--- src/hdl/chc_pkg.sv ---
// ----------------------------------------------------------------------------
// chc_pkg: shared types and constants of the chunk header compressor
// Request/response payloads, the per-stream table entry, status and header
// format codes, and the small lookup functions used by the core.
// ----------------------------------------------------------------------------
`default_nettype none

package chc_pkg;

  // Stream table depth; a power of two between 8 and 64.
  localparam int TABLE_SLOTS = 8;
  localparam int SLOT_W      = $clog2(TABLE_SLOTS);
  localparam int PROBE_W     = SLOT_W + 1;

  // Field widths
  localparam int ID_W     = 17;
  localparam int STAMP_W  = 32;
  localparam int LEN_W    = 24;
  localparam int TYPE_W   = 8;
  localparam int STREAM_W = 32;
  localparam int FMT_W    = 2;
  localparam int STATUS_W = 2;
  localparam int CSIZE_W  = 16;
  localparam int COUNT_W  = 18;
  localparam int FIRST_W  = 5;
  localparam int NEXT_W   = 3;

  // Legal chunk stream ids
  localparam logic [ID_W-1:0] ID_MIN = 17'd2;
  localparam logic [ID_W-1:0] ID_MAX = 17'd65599;

  // Basic header size thresholds
  localparam logic [ID_W-1:0] BASIC2_ID = 17'd64;
  localparam logic [ID_W-1:0] BASIC3_ID = 17'd320;

  // Slots that hold their own index after reset
  localparam int PRESET_LO = 2;
  localparam int PRESET_HI = 6;

  localparam logic [STAMP_W-1:0] STAMP_LIMIT = 32'h00FF_FFFF;
  localparam logic [LEN_W-1:0]   LEN_LIMIT   = 24'hFF_FFFF;
  localparam int                 EXT_BYTES   = 4;

  localparam logic [CSIZE_W-1:0] CHUNK_MIN   = 16'd128;
  localparam logic [CSIZE_W-1:0] CHUNK_RESET = 16'd128;

  // Divider: quotient bits retired per cycle
  localparam int DIV_STEP_BITS = 2;
  localparam int DIV_CYCLES    = LEN_W / DIV_STEP_BITS;
  localparam int DIV_CNT_W     = $clog2(DIV_CYCLES + 1);

  // Status codes
  localparam logic [STATUS_W-1:0] STATUS_OK         = 2'd0;
  localparam logic [STATUS_W-1:0] STATUS_NO_CHANNEL = 2'd1;
  localparam logic [STATUS_W-1:0] STATUS_TOO_LONG   = 2'd2;

  // Chunk header formats
  localparam logic [FMT_W-1:0] FMT_FULL       = 2'd0;
  localparam logic [FMT_W-1:0] FMT_SAME_STRM  = 2'd1;
  localparam logic [FMT_W-1:0] FMT_SAME_SHAPE = 2'd2;
  localparam logic [FMT_W-1:0] FMT_SAME_DELTA = 2'd3;

  typedef struct packed {
    logic [ID_W-1:0]     channel_id;
    logic [STAMP_W-1:0]  msg_timestamp;
    logic [LEN_W-1:0]    msg_length;
    logic [TYPE_W-1:0]   msg_type;
    logic [STREAM_W-1:0] msg_stream;
    logic                allow_compress;
  } req_t;

  typedef struct packed {
    logic [STATUS_W-1:0] status;
    logic [FMT_W-1:0]    header_format;
    logic [STAMP_W-1:0]  stamp_field;
    logic                extended_stamp;
    logic [FIRST_W-1:0]  first_header_bytes;
    logic [NEXT_W-1:0]   next_header_bytes;
    logic [COUNT_W-1:0]  chunk_count;
  } rsp_t;

  // One table entry: last header sent on a chunk stream
  typedef struct packed {
    logic [ID_W-1:0]     channel;
    logic [FMT_W-1:0]    format;
    logic [STAMP_W-1:0]  stamp;
    logic [LEN_W-1:0]    length;
    logic [TYPE_W-1:0]   msg_type;
    logic [STREAM_W-1:0] stream;
    logic [STAMP_W-1:0]  clock;
  } slot_entry_t;

  localparam int ENTRY_W = $bits(slot_entry_t);

  // Contents of a slot that was never written
  function automatic slot_entry_t preset_entry(input logic [SLOT_W-1:0] idx);
    slot_entry_t e;
    e = '0;
    if (int'(idx) >= PRESET_LO && int'(idx) <= PRESET_HI) begin
      e.channel = ID_W'(idx);
    end
    return e;
  endfunction

  // Basic header bytes for a chunk stream id
  function automatic logic [1:0] basic_bytes(input logic [ID_W-1:0] id);
    logic [1:0] b;
    if (id < BASIC2_ID) begin
      b = 2'd1;
    end else if (id < BASIC3_ID) begin
      b = 2'd2;
    end else begin
      b = 2'd3;
    end
    return b;
  endfunction

  // Message header bytes per format
  function automatic logic [3:0] msg_bytes(input logic [FMT_W-1:0] fmt);
    logic [3:0] m;
    unique case (fmt)
      FMT_FULL:       m = 4'd11;
      FMT_SAME_STRM:  m = 4'd7;
      FMT_SAME_SHAPE: m = 4'd3;
      default:        m = 4'd0;
    endcase
    return m;
  endfunction

endpackage

`default_nettype wire

--- src/hdl/chc_ram.sv ---
// ----------------------------------------------------------------------------
// chc_ram: generic simple dual-port RAM
// One write port, one read port with registered read data.
// ----------------------------------------------------------------------------
`default_nettype none

module chc_ram #(
  parameter int WIDTH = 8,
  parameter int DEPTH = 8
) (
  input  wire logic                     clk,
  input  wire logic                     wr_en,
  input  wire logic [$clog2(DEPTH)-1:0] wr_addr,
  input  wire logic [WIDTH-1:0]         wr_data,
  input  wire logic                     rd_en,
  input  wire logic [$clog2(DEPTH)-1:0] rd_addr,
  output logic      [WIDTH-1:0]         rd_data
);

  logic [WIDTH-1:0] mem [DEPTH];

  // Write port
  always_ff @(posedge clk) begin
    if (wr_en) begin
      mem[wr_addr] <= wr_data;
    end
  end

  // Registered read port
  always_ff @(posedge clk) begin
    if (rd_en) begin
      rd_data <= mem[rd_addr];
    end
  end

endmodule

`default_nettype wire

--- src/hdl/chc_div.sv ---
// ----------------------------------------------------------------------------
// chc_div: chunk count divider
// Restoring division of the message length by the chunk size, two quotient
// bits per cycle; the result is rounded up (ceiling).
// ----------------------------------------------------------------------------
`default_nettype none

module chc_div (
  input  wire logic                          clk,
  input  wire logic                          rst,
  input  wire logic                          start,
  input  wire logic [chc_pkg::LEN_W-1:0]     dividend,
  input  wire logic [chc_pkg::CSIZE_W-1:0]   divisor,
  output logic                               busy,
  output logic      [chc_pkg::COUNT_W-1:0]   quotient
);

  logic [chc_pkg::LEN_W-1:0]     acc;     // dividend bits shift out, quotient in
  logic [chc_pkg::CSIZE_W-1:0]   rem;
  logic [chc_pkg::CSIZE_W-1:0]   dsr;
  logic [chc_pkg::DIV_CNT_W-1:0] cnt;
  logic [chc_pkg::LEN_W-1:0]     acc_next;
  logic [chc_pkg::CSIZE_W-1:0]   rem_next;

  // Two restoring steps per cycle
  always_comb begin
    logic [chc_pkg::CSIZE_W:0] trial;
    acc_next = acc;
    rem_next = rem;
    for (int k = 0; k < chc_pkg::DIV_STEP_BITS; k++) begin
      trial = {rem_next, acc_next[chc_pkg::LEN_W-1]};
      if (trial >= {1'b0, dsr}) begin
        rem_next = chc_pkg::CSIZE_W'(trial - {1'b0, dsr});
        acc_next = {acc_next[chc_pkg::LEN_W-2:0], 1'b1};
      end else begin
        rem_next = trial[chc_pkg::CSIZE_W-1:0];
        acc_next = {acc_next[chc_pkg::LEN_W-2:0], 1'b0};
      end
    end
  end

  // Control
  always_ff @(posedge clk) begin
    if (rst) begin
      busy <= 1'b0;
      cnt  <= '0;
    end else if (start) begin
      busy <= 1'b1;
      cnt  <= chc_pkg::DIV_CNT_W'(chc_pkg::DIV_CYCLES);
    end else if (busy) begin
      cnt <= cnt - chc_pkg::DIV_CNT_W'(1);
      if (cnt == chc_pkg::DIV_CNT_W'(1)) begin
        busy <= 1'b0;
      end
    end
  end

  // Datapath
  always_ff @(posedge clk) begin
    if (start) begin
      acc <= dividend;
      rem <= '0;
      dsr <= divisor;
    end else if (busy) begin
      acc <= acc_next;
      rem <= rem_next;
    end
  end

  // Round up when a remainder is left
  assign quotient = acc[chc_pkg::COUNT_W-1:0]
                  + {{(chc_pkg::COUNT_W-1){1'b0}}, |rem};

endmodule

`default_nettype wire

--- src/hdl/chunk_header_compressor_core.sv ---
// ----------------------------------------------------------------------------
// chunk_header_compressor_core: chunk header compression for outgoing messages
// Looks up the chunk stream in a small table held in RAM, picks the chunk
// header format from the previous header, writes the new header back and
// reports header sizes and chunk count.
//
//   Channel   Handshake                  Payload        Moves
//   req       req_valid / req_ready      chc_pkg::req_t  one message header
//   rsp       rsp_valid / rsp_ready      chc_pkg::rsp_t  one header decision
//   cfg       cfg_wr_en                  cfg_wr_data     chunk_size write
//
// Requests: one at a time; req_ready is high only in idle. A request is done
//   once the chunk count divider has finished and the table probe, one slot
//   a cycle, has found the stream or read every slot.
// Reset: table slots read as their preset contents until first written (one
//   valid flop per slot), so no clearing pass; chunk_size returns to 128.
// Stalls: a finished response waits in the output register while the next
//   request is taken and worked on; a request finishes only once that
//   register is free.
// ----------------------------------------------------------------------------
`default_nettype none

module chunk_header_compressor_core (
  input  wire logic                           clk,
  input  wire logic                           rst,
  input  wire logic                           req_valid,
  output logic                                req_ready,
  input  wire chc_pkg::req_t                  req,
  output logic                                rsp_valid,
  input  wire logic                           rsp_ready,
  output chc_pkg::rsp_t                       rsp,
  input  wire logic                           cfg_wr_en,
  input  wire logic [chc_pkg::CSIZE_W-1:0]    cfg_wr_data
);

  localparam logic [2:0] ST_IDLE   = 3'd0;
  localparam logic [2:0] ST_PROBE  = 3'd1;
  localparam logic [2:0] ST_EVAL   = 3'd2;
  localparam logic [2:0] ST_DECIDE = 3'd3;
  localparam logic [2:0] ST_FINISH = 3'd4;

  logic [2:0]                      state;
  chc_pkg::req_t                   req_q;
  logic [chc_pkg::CSIZE_W-1:0]     chunk_size;
  logic [chc_pkg::CSIZE_W-1:0]     divisor;

  // Probe
  logic [chc_pkg::PROBE_W-1:0]     iss_cnt;
  logic                            issue;
  logic [chc_pkg::SLOT_W-1:0]      probe_addr;
  logic                            rd_vld;
  logic                            rd_last;
  logic [chc_pkg::SLOT_W-1:0]      rd_addr_q;
  logic [chc_pkg::ENTRY_W-1:0]     ram_rd_data;
  chc_pkg::slot_entry_t            ent;
  logic                            match;
  logic                            probe_fail;
  logic [chc_pkg::TABLE_SLOTS-1:0] slot_valid;

  // Matched entry and compare results
  chc_pkg::slot_entry_t            hit;
  logic [chc_pkg::SLOT_W-1:0]      hit_slot;
  logic                            found;
  logic                            ts_ge;
  logic [chc_pkg::STAMP_W-1:0]     delta;
  logic                            stream_eq;
  logic                            type_eq;
  logic                            len_eq;

  // Decision and write-back
  logic [chc_pkg::FMT_W-1:0]       fmt_next;
  logic [chc_pkg::STAMP_W-1:0]     stamp_next;
  logic [chc_pkg::FMT_W-1:0]       fmt_q;
  logic [chc_pkg::STAMP_W-1:0]     stamp_q;
  logic                            ram_wr_en;
  chc_pkg::slot_entry_t            entry_wr;

  // Divider and response
  logic                            div_start;
  logic                            div_busy;
  logic [chc_pkg::COUNT_W-1:0]     div_quot;
  logic                            rsp_load;
  chc_pkg::rsp_t                   rsp_next;
  logic                            id_ok;
  logic                            accept;

  assign req_ready = (state == ST_IDLE);
  assign accept    = req_valid && req_ready;
  assign id_ok     = (req.channel_id >= chc_pkg::ID_MIN)
                  && (req.channel_id <= chc_pkg::ID_MAX);

  // Configuration register
  always_ff @(posedge clk) begin
    if (rst) begin
      chunk_size <= chc_pkg::CHUNK_RESET;
    end else if (cfg_wr_en) begin
      chunk_size <= cfg_wr_data;
    end
  end

  assign divisor = (chunk_size < chc_pkg::CHUNK_MIN) ? chc_pkg::CHUNK_MIN : chunk_size;

  // Chunk count runs alongside the table work
  assign div_start = accept;

  chc_div u_div (
    .clk      (clk),
    .rst      (rst),
    .start    (div_start),
    .dividend (req.msg_length),
    .divisor  (divisor),
    .busy     (div_busy),
    .quotient (div_quot)
  );

  // Probe addressing: start at id mod TABLE_SLOTS and wrap
  assign issue      = (state == ST_PROBE)
                   && (iss_cnt < chc_pkg::PROBE_W'(chc_pkg::TABLE_SLOTS));
  assign probe_addr = req_q.channel_id[chc_pkg::SLOT_W-1:0]
                    + iss_cnt[chc_pkg::SLOT_W-1:0];

  chc_ram #(
    .WIDTH (chc_pkg::ENTRY_W),
    .DEPTH (chc_pkg::TABLE_SLOTS)
  ) u_table (
    .clk     (clk),
    .wr_en   (ram_wr_en),
    .wr_addr (hit_slot),
    .wr_data (entry_wr),
    .rd_en   (issue),
    .rd_addr (probe_addr),
    .rd_data (ram_rd_data)
  );

  // Unwritten slots read as their preset contents
  assign ent        = slot_valid[rd_addr_q] ? chc_pkg::slot_entry_t'(ram_rd_data)
                                            : chc_pkg::preset_entry(rd_addr_q);
  assign match      = rd_vld && (ent.channel == req_q.channel_id);
  assign probe_fail = rd_vld && !match && rd_last;

  // Format choice from the registered compares
  always_comb begin
    fmt_next   = chc_pkg::FMT_FULL;
    stamp_next = req_q.msg_timestamp;
    if (req_q.allow_compress && ts_ge && (delta < chc_pkg::STAMP_LIMIT) && stream_eq) begin
      fmt_next   = chc_pkg::FMT_SAME_STRM;
      stamp_next = delta;
      if (type_eq && len_eq) begin
        fmt_next = chc_pkg::FMT_SAME_SHAPE;
        if (delta == hit.stamp) begin
          fmt_next = chc_pkg::FMT_SAME_DELTA;
        end
      end
    end
  end

  // Write-back of the new header; the next probe starts only after it lands
  assign ram_wr_en = (state == ST_DECIDE);
  always_comb begin
    entry_wr          = hit;
    entry_wr.format   = fmt_next;
    entry_wr.stamp    = stamp_next;
    entry_wr.length   = req_q.msg_length;
    entry_wr.msg_type = req_q.msg_type;
    entry_wr.stream   = req_q.msg_stream;
    entry_wr.clock    = req_q.msg_timestamp;
  end

  // Response assembly
  always_comb begin
    logic                       ext;
    logic [chc_pkg::FIRST_W-1:0] ext_bytes;
    ext       = (stamp_q >= chc_pkg::STAMP_LIMIT);
    ext_bytes = ext ? chc_pkg::FIRST_W'(chc_pkg::EXT_BYTES) : '0;
    rsp_next  = '0;
    if (!found) begin
      rsp_next.status = chc_pkg::STATUS_NO_CHANNEL;
    end else if (req_q.msg_length >= chc_pkg::LEN_LIMIT) begin
      rsp_next.status = chc_pkg::STATUS_TOO_LONG;
    end else begin
      rsp_next.status             = chc_pkg::STATUS_OK;
      rsp_next.header_format      = fmt_q;
      rsp_next.stamp_field        = stamp_q;
      rsp_next.extended_stamp     = ext;
      rsp_next.first_header_bytes =
          chc_pkg::FIRST_W'(chc_pkg::basic_bytes(req_q.channel_id))
        + chc_pkg::FIRST_W'(chc_pkg::msg_bytes(fmt_q)) + ext_bytes;
      rsp_next.next_header_bytes  =
          chc_pkg::NEXT_W'(chc_pkg::basic_bytes(req_q.channel_id))
        + ext_bytes[chc_pkg::NEXT_W-1:0];
      rsp_next.chunk_count        = div_quot;
    end
  end

  assign rsp_load = (state == ST_FINISH) && !div_busy && (!rsp_valid || rsp_ready);

  // Sequencer and control state
  always_ff @(posedge clk) begin
    if (rst) begin
      state      <= ST_IDLE;
      iss_cnt    <= '0;
      rd_vld     <= 1'b0;
      rd_last    <= 1'b0;
      found      <= 1'b0;
      slot_valid <= '0;
      rsp_valid  <= 1'b0;
    end else begin
      rd_vld  <= issue && !match;
      rd_last <= iss_cnt == chc_pkg::PROBE_W'(chc_pkg::TABLE_SLOTS - 1);
      if (issue) begin
        iss_cnt <= iss_cnt + chc_pkg::PROBE_W'(1);
      end
      if (rsp_load) begin
        rsp_valid <= 1'b1;
      end else if (rsp_ready) begin
        rsp_valid <= 1'b0;
      end
      unique case (state)
        ST_IDLE: begin
          if (accept) begin
            iss_cnt <= '0;
            found   <= 1'b0;
            state   <= id_ok ? ST_PROBE : ST_FINISH;
          end
        end
        ST_PROBE: begin
          if (match) begin
            state <= ST_EVAL;
          end else if (probe_fail) begin
            state <= ST_FINISH;
          end
        end
        ST_EVAL: begin
          state <= ST_DECIDE;
        end
        ST_DECIDE: begin
          found                <= 1'b1;
          slot_valid[hit_slot] <= 1'b1;
          state                <= ST_FINISH;
        end
        ST_FINISH: begin
          if (rsp_load) begin
            state <= ST_IDLE;
          end
        end
        default: begin
          state <= ST_IDLE;
        end
      endcase
    end
  end

  // Payload registers
  always_ff @(posedge clk) begin
    if (accept) begin
      req_q <= req;
    end
    if (issue) begin
      rd_addr_q <= probe_addr;
    end
    if (state == ST_PROBE && match) begin
      hit      <= ent;
      hit_slot <= rd_addr_q;
    end
    if (state == ST_EVAL) begin
      ts_ge     <= req_q.msg_timestamp >= hit.clock;
      delta     <= req_q.msg_timestamp - hit.clock;
      stream_eq <= req_q.msg_stream == hit.stream;
      type_eq   <= req_q.msg_type == hit.msg_type;
      len_eq    <= req_q.msg_length == hit.length;
    end
    if (state == ST_DECIDE) begin
      fmt_q   <= fmt_next;
      stamp_q <= stamp_next;
    end
    if (rsp_load) begin
      rsp <= rsp_next;
    end
  end

  // Assertions
  a_wb_slot_matches: assert property (@(posedge clk) disable iff (rst)
    ram_wr_en |-> hit.channel == req_q.channel_id)
    else $error("write-back to a slot that does not hold the request's id");

  a_div_started: assert property (@(posedge clk) disable iff (rst)
    accept |=> div_busy)
    else $error("divider not running after request accept");

  a_err_fields_zero: assert property (@(posedge clk) disable iff (rst)
    rsp_valid && rsp.status != chc_pkg::STATUS_OK |->
      rsp.chunk_count == '0 && rsp.first_header_bytes == '0 && rsp.stamp_field == '0)
    else $error("error response carries nonzero fields");

  a_first_ge_next: assert property (@(posedge clk) disable iff (rst)
    rsp_valid && rsp.status == chc_pkg::STATUS_OK |->
      rsp.first_header_bytes >= chc_pkg::FIRST_W'(rsp.next_header_bytes))
    else $error("first chunk header shorter than continuation header");

endmodule

`default_nettype wire
--- config.mk ---
export PLATFORM = sky130hd
export DESIGN_NAME = chunk_header_compressor_core
export DESIGN_NICKNAME = d
export VERILOG_FILES = /design/src/hdl/chc_pkg.sv /design/src/hdl/chc_ram.sv /design/src/hdl/chc_div.sv /design/src/hdl/chunk_header_compressor_core.sv
export SDC_FILE = /design/constraint.sdc
export NUM_CORES = 2
export LEC_CHECK = 0
export BUFFER_PORTS_ARGS = -buffer_cell sky130_fd_sc_hd__buf_2
export CORE_MARGIN = 2
export CORE_UTILIZATION = 40
export DETAILED_ROUTE_END_ITERATION = 10
export PLACE_DENSITY = 0.63
export SYNTH_ARGS = -nofsm -noshare
export SYNTH_HDL_FRONTEND = slang
export SYNTH_SLANG_ARGS = --single-unit
--- constraint.sdc ---
create_clock -name clk -period 20.9 [get_ports clk]
set_input_delay 1.045 -clock clk [delete_from_list [all_inputs] [get_ports clk]]
set_output_delay 1.045 -clock clk [all_outputs]
set_load 0.03 [all_outputs]
==> flow_summary_export.csv <==
group,metric,value,unit
outcome,status,"completed",
timing,rsz0062_at_grt,"false",
setup_path,reg2reg_from,"u_div.dsr[1]",
timing,finalCriticalPeriod,6.36,ns
routing,wl_met3,6870,um
final_layout,final_cells,6453,
setup_path,reg2regPathDepth,21,
routing,initialDrtViolationCount,2783,
setup_path,crit_arrival,7.01,ns
cts,cts-root-buf,"clkbuf_16",
routing,top_layer,"met5",
setup_path,r2r_end,"u_div.rem[12]",
timing,finalHoldViolations,0,
placement,dp_cells,6131,
cts,post_cts_resized,0,
routing,dr.pass1.iters,5,
synth,syn-num-nets,3900,
cts,cts_setup_buffers,0,
setup_path,crit_fanout,16,
setup_path,crit_chain,"inv_1 -> ha_1 -> nor2b_1 -> o21ai_1 -> a21oi_1 -> o21ai_1 -> a31oi_2 -> buf_4 -> nor2_1 -> a21oi_1 -> ha_1 -> nor2b_1 -> o21a_1 -> o21ai_1 -> a21oi_1 -> o21ai_0 -> o21ai_0 -> a211oi_2 -> buf_4 -> mux2i_1 -> a211oi_1",
placement,dp_hpwl,87900,um
final_layout,drive_gt1_share,24.3,%
global_routing,gr-total-overflow,0,
setup_path,max_stage_delay,0.84,ns
setup_path,critPathKind,"flip-flop to flip-flop",
floorplan,die_area,180000,um2
global_routing,grt_pass1_vias,35600,
min_path,min_path_cells,1,
synth,ys_ff_latch,1798,
setup_path,crit_slowest_cell,"a211oi_2",
global_routing,antenna_found_initial,6,
timing,timing.fmax,157,MHz
final_layout,utilization,45.7,%
floorplan,start_util,40.2,%
setup_path,r2r_setup_slack,14.54,ns
final_layout,most-common-layout-cells,"edfxtp_1, mux4_2, buf_2",
synth,ys_seq_area_share,75.5,%
cts,cts.clk_slew.worst_paths,0.06,ns
timing,whs,0.407,ns
min_path,worstHoldStart,"req[30]",
synth,ys_warn_count,0,
global_routing,grt_use_total,17.1,%
final_layout,fillCellCount,14700,
synth,yosys.cell_types.count,71,
routing,via_count,34300,
power,power.density,108,nW/um2
synth,synth.avg_cell_area,19.2,um2
timing,period_share,30.4,%
timing,setup_violations,0,
timing,fin_setup_tns,0,ns
routing,viasPerCell,5.32,
synth,synth_enable_flop_cells,1742,
final_layout,regArea,53400,um2
min_path,worst_hold_path.endpoint,"entry_wr[61]",
routing,drc,0,
cts,cts_tree,"built",
cts,clock_latency,0.80,ns
cts,cts_made_buffers,183,
timing,slew_violations,0,
timing,worst_pin_slew,1.15,ns
floorplan,die_h,425,um
final_layout,nNetsFinal,4188,
routing,wire_per_inst,24.0,um
job,maxCapViolations,0,
setup_path,worstSetupStartpointType,"flip-flop",
final_layout,final_common_cell,"edfxtp_1",
synth,synthCells,3688,
timing,fin_ws,14.54,ns
floorplan,die_x,425,um
final_layout,area_growth,13.6,%
routing,m1WireLength,65900,um
timing,relSlewSlack,23.0,%
power,total_power,8.70,mW
routing,postRouteAntennaNets,0,
synth,syn-cell-area,70800,um2
placement,port_buffers,199,
placement,place_area,74700,um2
cts,holdBufCountCts,0,
global_routing,grt_max_degree,131,
min_path,hp-class,"input pin to flip-flop",
synth,async_reset_ff_share,0,%
timing,fin_skew,0.0344,ns
floorplan,ios,200,
placement,place_ws,14.55,ns
power,leakage,26.6,nW
cts,cts.sinks,1798,
setup_path,critPathCaptureType,"flip-flop",
synth,synthFlopType,"edfxtp_1",
cts,cts_buffer_depth,3,
floorplan,rows,154,
routing,wl,155000,um
global_routing,grt_pass1_wl,231000,um
final_layout,multi_input_area,16600,um2
power,irDropWorstVdd,0.0830,mV
placement,gp_congestion,0.823,
floorplan,coreArea,176000,um2
routing,wl_met2,77800,um
final_layout,finalInstanceArea,80400,um2
setup_path,required,21.55,ns
cts,h-tree-depth,4,
[layout make-up]
cell class                 instances  area share [%]
antenna                            2         0.00622
clock buffer                     226            5.97
clock inverter                    94            1.13
inverter                          90           0.429
multi-input combinational       1653            20.6
sequential                      1798            66.4
tap                             2340            3.64
timing repair buffer             250            1.79
[sequential cells by signal (all words and copies together) (netlist names), 24 cells and up]
register	cells
u_table.mem	1160
u_table.rd_data	145
hit	128
entry_wr	113
rsp	62
delta	32
stamp_q	32
u_div.acc	24
[cells by family after synthesis]
family          after synthesis  share of synthesized area, %
compound gates              249                          2.26
xor+xnor                    177                          2.19
fa+ha+maj                    77                          1.40
buf+inv                     237                          1.28
flops                      1798                          75.5
mux                         497                          12.5
simple gates                653                          4.83
[synthesized netlist by cell type, drive strengths merged (24+ instances only)]
cell / n / area, um2
and3: 48 / 300
a21oi: 81 / 405
a21o: 25 / 188
edfxtp: 1742 / 52300
nor4: 42 / 263
and2: 148 / 926
nor3: 24 / 120
mux2i: 30 / 313
xnor2: 110 / 963
ha: 73 / 913
inv: 90 / 338
clkbuf: 125 / 469
nand4: 53 / 332
mux2: 175 / 1980
dfxtp: 56 / 1120
nor2: 134 / 503
nor2b: 24 / 150
nand3: 27 / 135
o21ai: 55 / 275
nand2: 114 / 428
mux4: 292 / 6580
xor2: 67 / 587
[routing by layer]
| metal | global-route usage (%) | vias to the layer above |
|---|---|---|
| met1 | 22.9 | 18000 |
| met4 | 4.91 | 4 |
| met3 | 2.65 | 208 |
| li1 | - | 15200 |
| met5 | 0 | - |
| met2 | 29.1 | 836 |
[worst max-delay path by stage]
| stage | startpoint | endpoint | slack [ns] | cells after the start |
|---|---|---|---|---|
| 5_1_grt | u_div.dsr[1] | u_div.rem[10] | 14.09 | 21 |
| 3_5_place_dp | rd_addr_q[0] | hit[102] | 14.55 | 9 |
| 6_report | u_div.dsr[1] | u_div.rem[12] | 14.54 | 21 |
| 2_1_floorplan | state[1] | u_table.mem[0][0] | 5.43 | 3 |
| 3_3_place_gp | rd_addr_q[0] | hit[102] | 14.65 | 9 |
| 4_1_cts | rd_addr_q[0] | hit[102] | 14.55 | 9 |
[power breakdown]
part	switching [mW]	internal [mW]
sequential	0.116	4.13
combinational	0.747	0.589
clock	1.38	1.74
total	2.24	6.46
[worst max-delay path, delay by kind of cell, from the launching register on]
family | cells | cell delay (ns)
AOI/OAI and AO/OA | 12 | 3.94
adders and majority gates | 2 | 0.62
buffers and inverters | 3 | 0.80
DFF | 1 | 0.32
muxes | 1 | 0.21
and+or+nand+nor | 3 | 0.33
No activity file was read; power rests on OpenSTA's default activity.
